**config.mk**
```make
export PLATFORM = sky130hd
export DESIGN_NAME = sortable_fifo_queue
export DESIGN_NICKNAME = d
export VERILOG_FILES = /design/src/hw/rtl/fsq_pkg.sv /design/src/hw/rtl/fsq_ram.sv /design/src/hw/rtl/fsq_ctrl.sv /design/src/hw/rtl/sortable_fifo_queue.sv
export SDC_FILE = /design/constraint.sdc
export NUM_CORES = 1
export LEC_CHECK = 0
export BUFFER_PORTS_ARGS = -buffer_cell sky130_fd_sc_hd__buf_4
export CAP_MARGIN = 10
export CORE_UTILIZATION = 30
export CTS_BUF_LIST = sky130_fd_sc_hd__clkbuf_4 sky130_fd_sc_hd__clkbuf_8
export DETAILED_ROUTE_END_ITERATION = 8
export PLACE_DENSITY = 0.56
export SYNTH_ARGS = -nofsm -noshare
export SYNTH_HDL_FRONTEND = slang
export SYNTH_SLANG_ARGS = --single-unit
```
**constraint.sdc**
```tcl
create_clock -name clk -period 5.2 [get_ports clk]
set_input_delay 1.04 -clock clk [delete_from_list [all_inputs] [get_ports clk]]
set_output_delay 1.04 -clock clk [all_outputs]
set_load 0.05 [all_outputs]
```
**src/hw/rtl/fsq_pkg.sv**
```systemverilog
// Shared types and codes for the sortable FIFO queue.
// Request kinds, result status codes, controller states and the result record.
// No dependencies; imported by fsq_ctrl and the top level.
`timescale 1ns / 1ps
`default_nettype none

package fsq_pkg;

  // Request kinds carried on the input tuser field.
  typedef enum logic [1:0] {
    REQ_ENQ  = 2'd0,
    REQ_DEQ  = 2'd1,
    REQ_SORT = 2'd2
  } req_kind_t;

  // Result status codes.
  typedef enum logic [1:0] {
    ST_OK    = 2'd0,
    ST_FULL  = 2'd1,
    ST_EMPTY = 2'd2
  } status_t;

  // Controller states.
  typedef enum logic [2:0] {
    S_IDLE,
    S_DEQ,
    S_KEY,
    S_CMP,
    S_PUT
  } ctrl_state_t;

  localparam int unsigned VALUE_W = 32;
  localparam int unsigned FILL_W  = 5;

  typedef struct packed {
    logic signed [VALUE_W-1:0] out_value;
    status_t                   status;
    logic [FILL_W-1:0]         fill_count;
  } result_t;

endpackage

`default_nettype wire

```
**src/hw/rtl/fsq_ram.sv**
```systemverilog
// Generic simple dual-port RAM: one write port, one read port, registered read.
// Width and depth are parameters; no dependencies.
`timescale 1ns / 1ps
`default_nettype none

module fsq_ram #(
  parameter int unsigned WIDTH = 32,
  parameter int unsigned DEPTH = 16
) (
  input  wire logic                     clk,
  input  wire logic                     we,
  input  wire logic [$clog2(DEPTH)-1:0] waddr,
  input  wire logic [WIDTH-1:0]         wdata,
  input  wire logic                     re,
  input  wire logic [$clog2(DEPTH)-1:0] raddr,
  output      logic [WIDTH-1:0]         rdata
);

  logic [WIDTH-1:0] mem [DEPTH];

  always_ff @(posedge clk) begin
    if (we) begin
      mem[waddr] <= wdata;
    end
    if (re) begin
      rdata <= mem[raddr];
    end
  end

endmodule

`default_nettype wire

```
**src/hw/rtl/fsq_ctrl.sv**
```systemverilog
// Queue controller: head pointer, fill count and the insertion-sort walker.
// Drives the value RAM (fsq_ram) and hands one result per request to the top level.
// Depends on fsq_pkg.
`timescale 1ns / 1ps
`default_nettype none

module fsq_ctrl
  import fsq_pkg::*;
#(
  parameter int unsigned DEPTH = 16
) (
  input  wire logic                     clk,
  input  wire logic                     rst,
  input  wire logic                     req_valid,
  output      logic                     req_ready,
  input  wire logic [1:0]               req_kind,
  input  wire logic [VALUE_W-1:0]       req_value,
  input  wire logic                     out_free,
  output      logic                     res_load,
  output      result_t                  res,
  output      logic                     mem_we,
  output      logic [$clog2(DEPTH)-1:0] mem_waddr,
  output      logic [VALUE_W-1:0]       mem_wdata,
  output      logic                     mem_re,
  output      logic [$clog2(DEPTH)-1:0] mem_raddr,
  input  wire logic [VALUE_W-1:0]       mem_rdata
);

  localparam int unsigned AW = $clog2(DEPTH);
  localparam int unsigned CW = $clog2(DEPTH + 1);

  ctrl_state_t        state, state_next;
  logic [AW-1:0]      head, head_next;
  logic [CW-1:0]      count, count_next;
  logic [CW-1:0]      i, i_next;
  logic [CW-1:0]      j, j_next;
  logic signed [VALUE_W-1:0] key, key_next;
  logic [CW-1:0]      i_inc;

  // Physical slot of a queue position: head plus offset, wrapped once.
  function automatic logic [AW-1:0] slot_of(input logic [AW-1:0] hd,
                                            input logic [CW-1:0] pos);
    logic [AW:0] sum;
    sum = {1'b0, hd} + (AW+1)'(pos);
    if (sum >= (AW+1)'(DEPTH)) begin
      sum = sum - (AW+1)'(DEPTH);
    end
    return sum[AW-1:0];
  endfunction

  always_ff @(posedge clk) begin
    if (rst) begin
      state <= S_IDLE;
      head  <= '0;
      count <= '0;
    end else begin
      state <= state_next;
      head  <= head_next;
      count <= count_next;
    end
  end

  always_ff @(posedge clk) begin
    i   <= i_next;
    j   <= j_next;
    key <= key_next;
  end

  assign req_ready = (state == S_IDLE) && out_free;
  assign i_inc     = i + CW'(1);

  always_comb begin
    state_next     = state;
    head_next      = head;
    count_next     = count;
    i_next         = i;
    j_next         = j;
    key_next       = key;
    mem_we         = 1'b0;
    mem_waddr      = head;
    mem_wdata      = key;
    mem_re         = 1'b0;
    mem_raddr      = head;
    res_load       = 1'b0;
    res.out_value  = '0;
    res.status     = ST_OK;

    unique case (state)
      S_IDLE: begin
        if (req_valid && req_ready) begin
          unique case (req_kind)
            REQ_ENQ: begin
              res_load = 1'b1;
              if (count == CW'(DEPTH)) begin
                res.status = ST_FULL;
              end else begin
                mem_we     = 1'b1;
                mem_waddr  = slot_of(head, count);
                mem_wdata  = req_value;
                count_next = count + CW'(1);
              end
            end
            REQ_DEQ: begin
              if (count == '0) begin
                res_load   = 1'b1;
                res.status = ST_EMPTY;
              end else begin
                mem_re     = 1'b1;
                mem_raddr  = head;
                state_next = S_DEQ;
              end
            end
            REQ_SORT: begin
              if (count < CW'(2)) begin
                res_load = 1'b1;
              end else begin
                mem_re     = 1'b1;
                mem_raddr  = slot_of(head, CW'(1));
                i_next     = CW'(1);
                state_next = S_KEY;
              end
            end
            default: begin
              res_load = 1'b1;
            end
          endcase
        end
      end

      S_DEQ: begin
        res_load      = 1'b1;
        res.out_value = mem_rdata;
        count_next    = count - CW'(1);
        head_next     = (head == AW'(DEPTH - 1)) ? '0 : head + AW'(1);
        state_next    = S_IDLE;
      end

      S_KEY: begin
        key_next   = mem_rdata;
        j_next     = i;
        mem_re     = 1'b1;
        mem_raddr  = slot_of(head, i - CW'(1));
        state_next = S_CMP;
      end

      S_CMP: begin
        mem_we    = 1'b1;
        mem_waddr = slot_of(head, j);
        if ($signed(mem_rdata) > key) begin
          // Shift the larger neighbor up one place and keep walking down.
          mem_wdata = mem_rdata;
          j_next    = j - CW'(1);
          if (j == CW'(1)) begin
            state_next = S_PUT;
          end else begin
            mem_re    = 1'b1;
            mem_raddr = slot_of(head, j - CW'(2));
          end
        end else begin
          mem_wdata = key;
          if (i_inc == count) begin
            res_load   = 1'b1;
            state_next = S_IDLE;
          end else begin
            mem_re     = 1'b1;
            mem_raddr  = slot_of(head, i_inc);
            i_next     = i_inc;
            state_next = S_KEY;
          end
        end
      end

      S_PUT: begin
        mem_we    = 1'b1;
        mem_waddr = head;
        mem_wdata = key;
        if (i_inc == count) begin
          res_load   = 1'b1;
          state_next = S_IDLE;
        end else begin
          mem_re     = 1'b1;
          mem_raddr  = slot_of(head, i_inc);
          i_next     = i_inc;
          state_next = S_KEY;
        end
      end

      default: begin
        state_next = S_IDLE;
      end
    endcase

    res.fill_count = FILL_W'(count_next);
  end

  a_count_bound: assert property (@(posedge clk) disable iff (rst)
    count <= CW'(DEPTH))
    else $error("fill count exceeds depth");

  a_no_rw_collide: assert property (@(posedge clk) disable iff (rst)
    (mem_we && mem_re) |-> (mem_waddr != mem_raddr))
    else $error("read and write hit the same slot in one cycle");

  a_result_room: assert property (@(posedge clk) disable iff (rst)
    res_load |-> out_free)
    else $error("result produced while output register is occupied");

  a_full_status: assert property (@(posedge clk) disable iff (rst)
    (res_load && (res.status == ST_FULL)) |-> (count == CW'(DEPTH)))
    else $error("full status given while store has room");

  a_deq_nonempty: assert property (@(posedge clk) disable iff (rst)
    (state == S_DEQ) |-> (count != '0))
    else $error("dequeue read started on an empty store");

endmodule

`default_nettype wire

```
**src/hw/rtl/sortable_fifo_queue.sv**
```systemverilog
// Top level of the sortable FIFO queue: stream ports and the result register.
// Instantiates fsq_ctrl and fsq_ram; depends on fsq_pkg.
//
//   Channel   Dir  Signals                        Contents
//   request   in   s_tvalid s_tready s_tdata s_tuser   value, request kind
//   result    out  m_tvalid m_tready m_tdata m_tuser   value+fill count, status
//
// An enqueue, a refused request, an unused kind and a sort of fewer than two
// values load their result into the result register as they are accepted. A dequeue
// first reads the head value through the registered read port of the value RAM. A
// sort runs an insertion sort over the RAM, reading each key and shifting larger
// values up one place until the key's spot is found.
// Reset clears the head pointer, the fill count and the result register; the
// RAM contents are not cleared, and no read ever reaches an unwritten slot.
// A new request is taken only when the controller is idle and the result
// register is empty or being emptied in the same cycle, so a stalled result
// holds intake back.
`timescale 1ns / 1ps
`default_nettype none

module sortable_fifo_queue
  import fsq_pkg::*;
#(
  parameter int unsigned DEPTH = 16
) (
  input  wire logic        clk,
  input  wire logic        rst,
  // Request channel.
  input  wire logic        s_tvalid,
  output      logic        s_tready,
  input  wire logic [31:0] s_tdata,   // [31:0] in_value
  input  wire logic [1:0]  s_tuser,   // [1:0] req_type
  // Result channel.
  output      logic        m_tvalid,
  input  wire logic        m_tready,
  output      logic [39:0] m_tdata,   // [31:0] out_value, [36:32] fill_count, rest zero
  output      logic [1:0]  m_tuser    // [1:0] status
);

  localparam int unsigned AW = $clog2(DEPTH);

  logic               out_valid;
  result_t            out_res;
  logic               out_free;
  logic               res_load;
  result_t            res;
  logic               mem_we;
  logic [AW-1:0]      mem_waddr;
  logic [VALUE_W-1:0] mem_wdata;
  logic               mem_re;
  logic [AW-1:0]      mem_raddr;
  logic [VALUE_W-1:0] mem_rdata;

  // The result register may take a new result when it is empty or when its
  // current contents are being taken in this cycle.
  assign out_free = !out_valid || m_tready;

  fsq_ctrl #(
    .DEPTH(DEPTH)
  ) u_ctrl (
    .clk       (clk),
    .rst       (rst),
    .req_valid (s_tvalid),
    .req_ready (s_tready),
    .req_kind  (s_tuser),
    .req_value (s_tdata),
    .out_free  (out_free),
    .res_load  (res_load),
    .res       (res),
    .mem_we    (mem_we),
    .mem_waddr (mem_waddr),
    .mem_wdata (mem_wdata),
    .mem_re    (mem_re),
    .mem_raddr (mem_raddr),
    .mem_rdata (mem_rdata)
  );

  fsq_ram #(
    .WIDTH(VALUE_W),
    .DEPTH(DEPTH)
  ) u_ram (
    .clk   (clk),
    .we    (mem_we),
    .waddr (mem_waddr),
    .wdata (mem_wdata),
    .re    (mem_re),
    .raddr (mem_raddr),
    .rdata (mem_rdata)
  );

  // Result register: valid bit under reset, payload loaded with each result.
  always_ff @(posedge clk) begin
    if (rst) begin
      out_valid <= 1'b0;
    end else if (res_load) begin
      out_valid <= 1'b1;
    end else if (m_tready) begin
      out_valid <= 1'b0;
    end
  end

  always_ff @(posedge clk) begin
    if (res_load) begin
      out_res <= res;
    end
  end

  assign m_tvalid = out_valid;
  assign m_tdata  = {3'b000, out_res.fill_count, out_res.out_value};
  assign m_tuser  = out_res.status;

endmodule

`default_nettype wire

```
# Word-level counts from Yosys, hierarchy flattened
# Memory sizes are Yosys's and may differ from the RTL's. A register that Yosys moved wholly into a read port is not among the register bits.
# Index checks and enable logic that the tools add are counted.
[classes] n_addsub=19 n_mul=0 div_mod_pow=0 order_cmp=8 eq_ne=19 shift=0 muxes=69 bitwise_logic=0 reduce_logical=15
[ops] operator="$mux W32" count=4
[ops] operator="$mux W4" count=16
[ops] operator="$pmux W32 S2" count=1
[ops] operator="$mux W5" count=9
[ops] operator="$gt A32 B32 Y1" count=1
[ops] operator="$ge A5 B5 Y1 const B" count=6
[ops] operator="$add A4 B5 Y5" count=5
[ops] operator="$sub A4 B1 Y4 const B" count=6
[ops] operator="$pmux W5 S2" count=2
[ops] operator="$mux W1" count=19
[ops] operator="$pmux W4 S4" count=1
[ops] operator="$mux W3" count=5
[ops] operator="$pmux W5 S3" count=1
[ops] operator="$sub A5 B1 Y5 const B" count=3
[ops] operator="$ne A3 B3 Y1 const B" count=4
[ops] operator="$pmux W3 S4" count=1
[ops] operator="$add A5 B1 Y5 const B" count=2
[ops] operator="$reduce_and A5 Y1" count=2
[ops] operator="$ne A2 B2 Y1 const B" count=4
[ops] operator="$pmux W1 S4" count=2
[ops] operator="$pmux W4 S2" count=1
[ops] operator="$eq A3 B2 Y1 const B" count=2
[ops] operator="$pmux W1 S2" count=3
[ops] operator="$pmux W3 S2" count=1
[ops] operator="25 further kinds" count=29
[word_totals] reg_bits=94 latch_bits=0 ram_bits=512 mem_bits_ro=0 input_bits=38 output_inout_bits=44 word_cells=141 mem_count=1
[memory_table] memory="u_ram.mem" depth=16 word_bits=32 read_ports=1 rd_clocked_by_memory_dff=1 wr=1 line_no="fsq_ram.sv:19" rtl="logic [WIDTH-1:0] mem [DEPTH];"

# Depth between registers and ports, before layout
# Gate-level depths: netlist of run 1.
[logic_depth] word_depth=8 depth_mapped=16 depth_no_buf=14

# By module
# Synthesis of run 1 repeated with hierarchy kept, for this count alone.
[hier_totals] cells_unflattened=1477 area_unflattened_um2=26499.2
[by_module_without_submodules] module="fsq_ram" instances=1 cells_per_inst=838 area_per_inst_um2=20155.6 seq_area_each_um2=16335.7
[by_module_without_submodules] module="fsq_ctrl" instances=1 cells_per_inst=592 area_per_inst_um2=5099.9 seq_area_each_um2=1501.4
[by_module_without_submodules] module="sortable_fifo_queue" instances=1 cells_per_inst=47 area_per_inst_um2=1243.7 seq_area_each_um2=1191.1

# Worst setup path before layout of run 1
# Ideal clock, no wire load.
[synth_path] kind="input -> register" start="input m_tready" end="memory u_ram.mem[10][0], enable pin" setup_ps=421 arrival_ps=4064 t_required_ps=4779 setup_slack_ps=715 path_stages=10 n_path_buf=2 path_cell_list="nand2b_1 and3_1 clkbuf_1 nand2_1 nor2_1 clkbuf_1 nor2_1 a221oi_1 nand2_1 nor2_1"
[synth_between] elab_chain_cells=7 elab_cells_between_ends=9 classes_between="6 x mux; 3 x reduce/logical"
[synth_lines] element="start: declaration" line_no="sortable_fifo_queue.sv:35" rtl="input wire logic m_tready,"
[synth_lines] element="$logic_or A1 B1 Y1 *" line_no="sortable_fifo_queue.sv:56" rtl="assign out_free = !out_valid || m_tready;"
[synth_lines] element="$logic_and A1 B1 Y1 *" line_no="fsq_ctrl.sv:69" rtl="assign req_ready = (state == S_IDLE) && out_free;"
[synth_lines] element="$logic_and A1 B1 Y1 *" line_no="fsq_ctrl.sv:90" rtl="if (req_valid && req_ready) begin"
[synth_lines] element="$mux W1" line_no="fsq_ctrl.sv:90"
[synth_lines] element="$pmux W1 S2" line_no="fsq_ctrl.sv:88" rtl="unique case (state)"
[synth_lines] element="$mux W1" line_no="fsq_ram.sv:22" rtl="if (we) begin"
[synth_lines] element="$mux W1 (implied by the code)" line_no="fsq_ram.sv:23" rtl="mem[waddr] <= wdata;"
[synth_lines] element="end: declaration" line_no="fsq_ram.sv:19"
# Mark *: on every way between the ends. The rest lies on a longest branch, timed or not.

# Final worst setup path of run 1
[layout_path] start="register u_ctrl.head[1]" end="register u_ram.rdata[27], read port of u_ram.mem, data pin"
[layout_between] elab_chain_cells=7 elab_cells_between_ends=23 classes_between="8 x add/sub; 4 x order compare; 11 x mux"
[layout_lines] element="start: declaration" line_no="fsq_ctrl.sv:33" rtl="logic [AW-1:0] head, head_next;"
[layout_lines] element="start signal: assignment" line_no="fsq_ctrl.sv:58" rtl="head <= head_next;"
[layout_lines] element="$add A4 B1 Y5" line_no="fsq_ctrl.sv:44" rtl="sum = {1'b0, hd} + (AW+1)'(pos);"
[layout_lines] element="$sub A4 B1 Y4 / $ge A5 B5 Y1 (equally long branches)" line_no="fsq_ctrl.sv:46, fsq_ctrl.sv:45"
[layout_lines] element="$mux W4" line_no="fsq_ctrl.sv:45" rtl="if (sum >= (AW+1)'(DEPTH)) begin"
[layout_lines] element="$mux W4" line_no="fsq_ctrl.sv:114" rtl="if (count < CW'(2)) begin"
[layout_lines] element="$mux W4"
[layout_lines] element="$mux W4" line_no="fsq_ctrl.sv:90"
[layout_lines] element="$pmux W4 S4 *" line_no="fsq_ctrl.sv:88"
[layout_lines] element="end: declaration" line_no="fsq_ram.sv:16" rtl="output logic [WIDTH-1:0] rdata"
# Marked as above.
# A chain may end at the register's enable or synchronous reset.

==> results of run 1 <==
## layer usage
metal	vias to the layer above	track usage, %	share of wire, %
met5	-	0	0
met4	0	5.206	2.5
met2	529	24.60	46
met1	8072	20.74	44
li1	7244	-	-
met3	113	3.489	6.8
## cell families (layout without fill, tap and decap cells)
| group | count (synthesis) | in the layout | synth area share (%) |
|---|---|---|---|
| adders and majority gates | 62 | 62 | 2.974 |
| xor gates and xnor gates | 34 | 34 | 1.089 |
| muxes | 258 | 258 | 10.03 |
| other | 1 | 4 | 0.01371 |
| DFF | 638 | 638 | 69.59 |
| AOI/OAI and AO/OA | 262 | 262 | 7.156 |
| buffers and inverters | 200 | 421 | 3.226 |
| and+or+nand+nor | 351 | 351 | 5.925 |
## sequential cells by signal, indices dropped and copies added (netlist names)
| signal | flops |
|---|---|
| m_tvalid | 1 |
| u_ctrl.i | 5 |
| u_ctrl.count | 5 |
| u_ctrl.state | 3 |
| m_tdata | 37 |
| u_ram.mem | 512 |
| m_tuser | 2 |
| u_ctrl.key | 32 |
| u_ram.rdata | 32 |
| u_ctrl.head | 4 |
| u_ctrl.j | 5 |
## power groups by stage
| stage | sequential (mW) | combinational, mW | clock [mW] |
|---|---|---|---|
| after floorplan | 6.17 | 0.843 | 0 |
| after global placement | 6.02 | 1.44 | 0 |
| after detailed placement | 6.02 | 1.46 | 0 |
| after CTS | 5.92 | 1.47 | 4.42 |
| after global routing | 5.93 | 1.56 | 4.65 |
| final | 5.92 | 1.45 | 4.31 |
## layout make-up
class | count | share of cell area (%)
clock buffers | 137 | 5.287
diodes | 1 | 0.007879
inverters | 94 | 1.111
repair buffers | 137 | 3.790
clock inverters | 53 | 1.158
well taps | 1176 | 4.633
multi-input cells | 970 | 24.10
flip-flops and latches | 638 | 59.92
## path summary, 6_finish.rpt
| kind | from | end | slack, ns | depth (start not counted) |
|---|---|---|---|---|
| hold reg to reg | u_ram.rdata[0]$_DFFE_PP_ | u_ctrl.key[0]$_DFFE_PP_ | 0.50 | 0 |
| setup / recovery | u_ctrl.head[1]$_SDFFE_PP0P_ | u_ram.rdata[27]$_DFFE_PP_ | 0.34 | 15 |
| setup reg to reg | u_ctrl.head[1]$_SDFFE_PP0P_ | u_ram.rdata[27]$_DFFE_PP_ | 0.34 | 15 |
| hold / removal | u_ram.rdata[0]$_DFFE_PP_ | u_ctrl.key[0]$_DFFE_PP_ | 0.50 | 0 |
## cell usage in the layout, fill, tap and decap left out, types with 12 or more instances in the layout
| master | netlist | layout |
|---|---|---|
| o211ai_1 | 132 | 132 |
| xor2_1 | 14 | 14 |
| mux2_1 | 41 | 41 |
| a222oi_1 | 32 | 32 |
| edfxtp_1 | 625 | 625 |
| nor2_4 | 0 | 19 |
| nand2_1 | 176 | 176 |
| buf_12 | 0 | 14 |
| mux2i_1 | 130 | 130 |
| inv_1 | 93 | 91 |
| nand4_1 | 41 | 41 |
| clkbuf_8 | 0 | 104 |
| ha_1 | 57 | 57 |
| clkbuf_4 | 0 | 33 |
| and3_1 | 35 | 35 |
| o21ai_0 | 24 | 24 |
| buf_4 | 16 | 123 |
| nor2_1 | 53 | 34 |
| mux2_2 | 87 | 87 |
| clkinv_2 | 0 | 17 |
| clkinv_1 | 1 | 27 |
| dfxtp_1 | 13 | 12 |
| xnor2_1 | 20 | 20 |
| a21oi_1 | 34 | 34 |
## metrics by stage
step                power, mW  hold slack [ns]  utilization [%]  setup slack (ns)  area [µm²]
global route            12.14           0.5062            35.23           0.05869       31760
global placement        7.464           0.4616            32.96            0.4455       29710
floorplan               7.010           0.4501                -            0.7151       27350
detailed placement      7.481           0.4682            32.96            0.3695       29710
CTS                     11.80           0.4861            35.23            0.3507       31760
finish                  11.68           0.4955            35.23            0.3436       31760
==> reports/results.txt, run 1 <==
GRT overflow = 0
drt first-iter violations = 1,504
I/O pin count = 82
fin crit share = 93.39%
nature of the critical path startpoint = flip-flop
Pleak = 11.84 nW
GPL Wtd Cong = 0.8345
CP Capture Type = flip-flop
worst slew pin tran = 1.075 ns
min Tclk post-route = 4.856 ns
initial antenna violation count = 3
top_reg_cell synth = edfxtp_1
Sw Share = 26.10%
Seq/Total Area, Yosys = 69.59%
total of fill cells in the finished design = 8,541
f_max = 0.2059 GHz
CTS tree = yes
PwrDens = 367.7 mW/mm²
Finished Layout Cells = 3,206
CP max stage cell = dfxtp_1
Cell variety after synth = 62
Resized cells post-CTS = 0
Pins Over Slew Limit = 0
# setup viols final = 0
async set-reset flop share out of synthesis = 0%
net switching power = 3.048 mW
setup bufs post-CTS = 0
Post-synth EDFFs = 625
maxcap violations = 0
CP top delay family = compound AO/OA/AOI/OAI gates
vias in the first global route = 16,016
Routed Antenna Nets = 0
post-detailed-route wirelength per cell = 22.61 µm
Area Overhead vs Synth = 16.15%
CTS Buffer Depth = 3
Avg Inst Size Synth = 15.14 µm²
logic gate share of total power = 12.4%
GRT Resource Usage Total = 15.45%
Via density = 4.978
Yosys top cell by area = edfxtp_1
Die Area = 0.09236 mm²
Worst-path clk slew = 0.06 ns
CP cell instances = inv_1 -> ha_1 -> inv_1 -> ha_1 -> fa_1 -> xnor2_1 -> xnor2_1 -> a22oi_1 -> a21o_1 -> a221oi_1 -> nand2_1 -> nor2_4 -> buf_4 -> o211ai_1 -> nand4_1
nets = 2,045
first-pass GRT wire length = 106,200 µm
Crit Path Class = reg2reg
final hold vios = 0
Post-Syn Area = 0.02734 mm²
worst skew pair latency = 0.73 ns
Worst Clk Skew = 0.04970 ns
yosys warns = 0
CTS Sinks = 638
largest net degree at the start of global routing = 101
crit-path max FO = 15
number of CTS-inserted buffers = 104
CP bufs+invs = 3
Starting Density = 30.33%
Hold Buf Count CTS = 0
dpl hpwl = 42,520 µm
H-tree Lvls = 3
count leader, synth = edfxtp_1
final setup TNS = 0 ns
via count of the routed design = 15,958
CP peak stage delay = 0.68 ns
Core Area = 0.09015 mm²
Worst Path Arrival = 5.42 ns
status = complete, no violations
share of post-route cells with drive strength above 1 = 20.85%
FP Rows = 110
Clock power frac = 36.9%
placed cells = 3,015
Post-Route WL = 72,490 µm
RSZ-0062 raised after global routing = false
Max IR drop VDD = 179.8 µV
FF+latch count, synth = 638
Root Buffer Master = clkbuf_8
main area contributors after synthesis = edfxtp_1, mux2i_1, o211ai_1, mux2_2, ha_1
share of the synthesized area in the top cell type = 68.63%
Commonest cells post-synth = edfxtp_1, nand2_1, o211ai_1
Port-buffer cells = 78
Syn Inst Count = 1,806
class of the worst hold path = reg2reg
Storage cell area = 0.01903 mm²
area of the multi-input gates = 0.007654 mm²
Slew headroom = 28.36%
Die W = 303.9 µm
router iterations before antenna repair = 7
Worst EP required = 5.76 ns
Sequential Power Share = 50.7%
post-route DRC violation count = 0
Power Internal = 8.631 mW
DIE HEIGHT = 303.9 µm
Power figures use the tool's default switching activity.
==> run 2: changes to the inputs <==
--- a/config.mk
+++ b/config.mk
@@ -11,6 +11,7 @@
 export CTS_BUF_LIST = sky130_fd_sc_hd__clkbuf_4 sky130_fd_sc_hd__clkbuf_8
 export DETAILED_ROUTE_END_ITERATION = 8
 export PLACE_DENSITY = 0.56
+export SKIP_LAST_GASP = 1
 export SYNTH_ARGS = -nofsm -noshare
 export SYNTH_HDL_FRONTEND = slang
 export SYNTH_SLANG_ARGS = --single-unit
==> constraint.sdc (replaced) <==
create_clock -name clk -period 5.5 [get_ports clk]
set_input_delay 1.1 -clock clk [delete_from_list [all_inputs] [get_ports clk]]
set_output_delay 1.1 -clock clk [all_outputs]
set_load 0.05 [all_outputs]
==> run 2 against run 1 <==
Compared with the run above: clock skew is 0.016 ns lower; largest cell class unchanged; highest routed layer unchanged; register-to-register slack better by 0.30 ns; largest power group unchanged; cell count is 0.41% lower; maximum frequency hardly changed; sequential share of layout area stayed put; count of clock-buffer cells in the layout is 2 higher.
==> reports/results.txt, run 2 (synthesis results as in run 1) <==
worst skew pair latency = 0.71 ns
commonest cells after routing, fill and taps aside = edfxtp_1, nand2_1, o211ai_1
Starting Density = 30.33%
Root Buffer Master = clkbuf_8
post-route DRC violation count = 0
GRT Resource Usage Total = 15.66%
Post-Route WL = 73,390 µm
Port-buffer cells = 78
Die Area = 0.09236 mm²
DIE HEIGHT = 303.9 µm
PwrDens = 350.5 mW/mm²
initial antenna violation count = 3
Max IR drop VDD = 146.7 µV
crit-path max FO = 32
total of fill cells in the finished design = 8,544
f_max = 0.2058 GHz
CP peak stage delay = 0.71 ns
Worst Clk Skew = 0.03381 ns
CP cell instances = inv_1 -> ha_1 -> inv_1 -> ha_1 -> fa_1 -> xnor2_1 -> xnor2_1 -> a22oi_1 -> a21o_1 -> a221oi_1 -> nand2_1 -> nor2_4 -> buf_4 -> o211ai_1 -> nand4_1
Slew headroom = 31.45%
fin crit share = 88.35%
largest net degree at the start of global routing = 115
# setup viols final = 0
Via density = 5.035
drt first-iter violations = 1,905
Worst EP required = 6.05 ns
RSZ-0062 raised after global routing = false
Pins Over Slew Limit = 0
Pleak = 11.82 nW
H-tree Lvls = 3
worst slew pin tran = 1.028 ns
Area Overhead vs Synth = 16.15%
CP Capture Type = flip-flop
Largest Register = u_ram.mem
final hold vios = 0
vias in the first global route = 15,896
placed cells = 3,002
dpl hpwl = 40,570 µm
Resized cells post-CTS = 0
commonest non-fill, non-tap cell in the layout = edfxtp_1
CTS Sinks = 638
Hold Buf Count CTS = 0
CP max stage cell = dfxtp_1
CTS tree = yes
Worst Path Arrival = 5.41 ns
min Tclk post-route = 4.860 ns
FP Rows = 110
nets = 2,034
GRT overflow = 0
Worst-path clk slew = 0.07 ns
number of CTS-inserted buffers = 106
class of the worst hold path = reg2reg
Finished Layout Cells = 3,193
CTS Buffer Depth = 3
via count of the routed design = 16,078
GPL Wtd Cong = 0.8205
Routed Antenna Nets = 0
nature of the critical path startpoint = flip-flop
share of post-route cells with drive strength above 1 = 20.49%
post-detailed-route wirelength per cell = 22.98 µm
Crit Path Class = reg2reg
Die W = 303.9 µm
router iterations before antenna repair = 8
first-pass GRT wire length = 107,500 µm
Core Area = 0.09015 mm²
I/O pin count = 82
setup bufs post-CTS = 0
maxcap violations = 0
Largest register FFs = 512
final setup TNS = 0 ns
status = complete, no violations
[run 2: cell count changes in the layout (fill, tap and decap cells not counted), sizes merged]
cell and delta:
buf -13, bufinv +2, clkbuf +2, inv -2
clkinv -1, clkinvlp -1
[run 2: final cells by class]
cell class                      count  area (µm²)  share of cell area, %
Sequential cell                   638       19030                  59.92
Inverter                           94       352.8                  1.111
Clock buffer                      139        1725                  5.433
Multi-Input combinational cell    970        7654                  24.10
Timing Repair Buffer              124        1131                  3.561
Tap cell                         1176        1471                  4.633
Clock inverter                     51       394.1                  1.241
Antenna cell                        1       2.502               0.007879
[run 2: per-stage QoR]
stage | utilization [%] | hold slack [ns] | power (mW) | setup slack (ns) | cell area (µm²)
after global routing | 35.23 | 0.5172 | 11.55 | 0.2823 | 31760
after CTS | 35.23 | 0.4933 | 11.25 | 0.5372 | 31760
after floorplan | - | 0.4501 | 6.628 | 0.9551 | 27350
final | 35.23 | 0.5113 | 11.13 | 0.6405 | 31760
after detailed placement | 32.88 | 0.4901 | 7.047 | 0.5230 | 29640
after global placement | 32.88 | 0.4725 | 7.029 | 0.6017 | 29640
[run 2: routing by layer]
layer | wire [µm] | global-route usage (%) | up-vias
li1 | - | - | 7210
met1 | 33080 | 22.08 | 8182
met2 | 33770 | 24.43 | 572
met3 | 4835 | 2.925 | 114
met4 | 1702 | 4.687 | 0
met5 | 0 | 0 | -
[run 2: power by group]
part	switching, mW	internal, mW
clock	1.91	2.29
sequential	0.0774	5.51
combinational	0.867	0.479
[run 2: final timing paths]
| check | to | depth (start not counted) | slack (ns) | start |
|---|---|---|---|---|
| worst min register to register | u_ctrl.key[0]$_DFFE_PP_ | 0 | 0.51 | u_ram.rdata[0]$_DFFE_PP_ |
| worst max-delay path | u_ram.rdata[23]$_DFFE_PP_ | 15 | 0.64 | u_ctrl.head[1]$_SDFFE_PP0P_ |
| worst max register to register | u_ram.rdata[23]$_DFFE_PP_ | 15 | 0.64 | u_ctrl.head[1]$_SDFFE_PP0P_ |
| worst min-delay path | u_ctrl.key[0]$_DFFE_PP_ | 0 | 0.51 | u_ram.rdata[0]$_DFFE_PP_ |
[run 2: worst max-delay path: cells and delay by family, from the launching register on]
family,cells,cell delay (ns)
and+or+nand+nor,3,0.66
AOI/OAI and AO/OA,4,1.08
xor gates and xnor gates,2,0.36
buffers and inverters,3,0.91
adders and majority gates,3,0.94
DFF,1,0.71
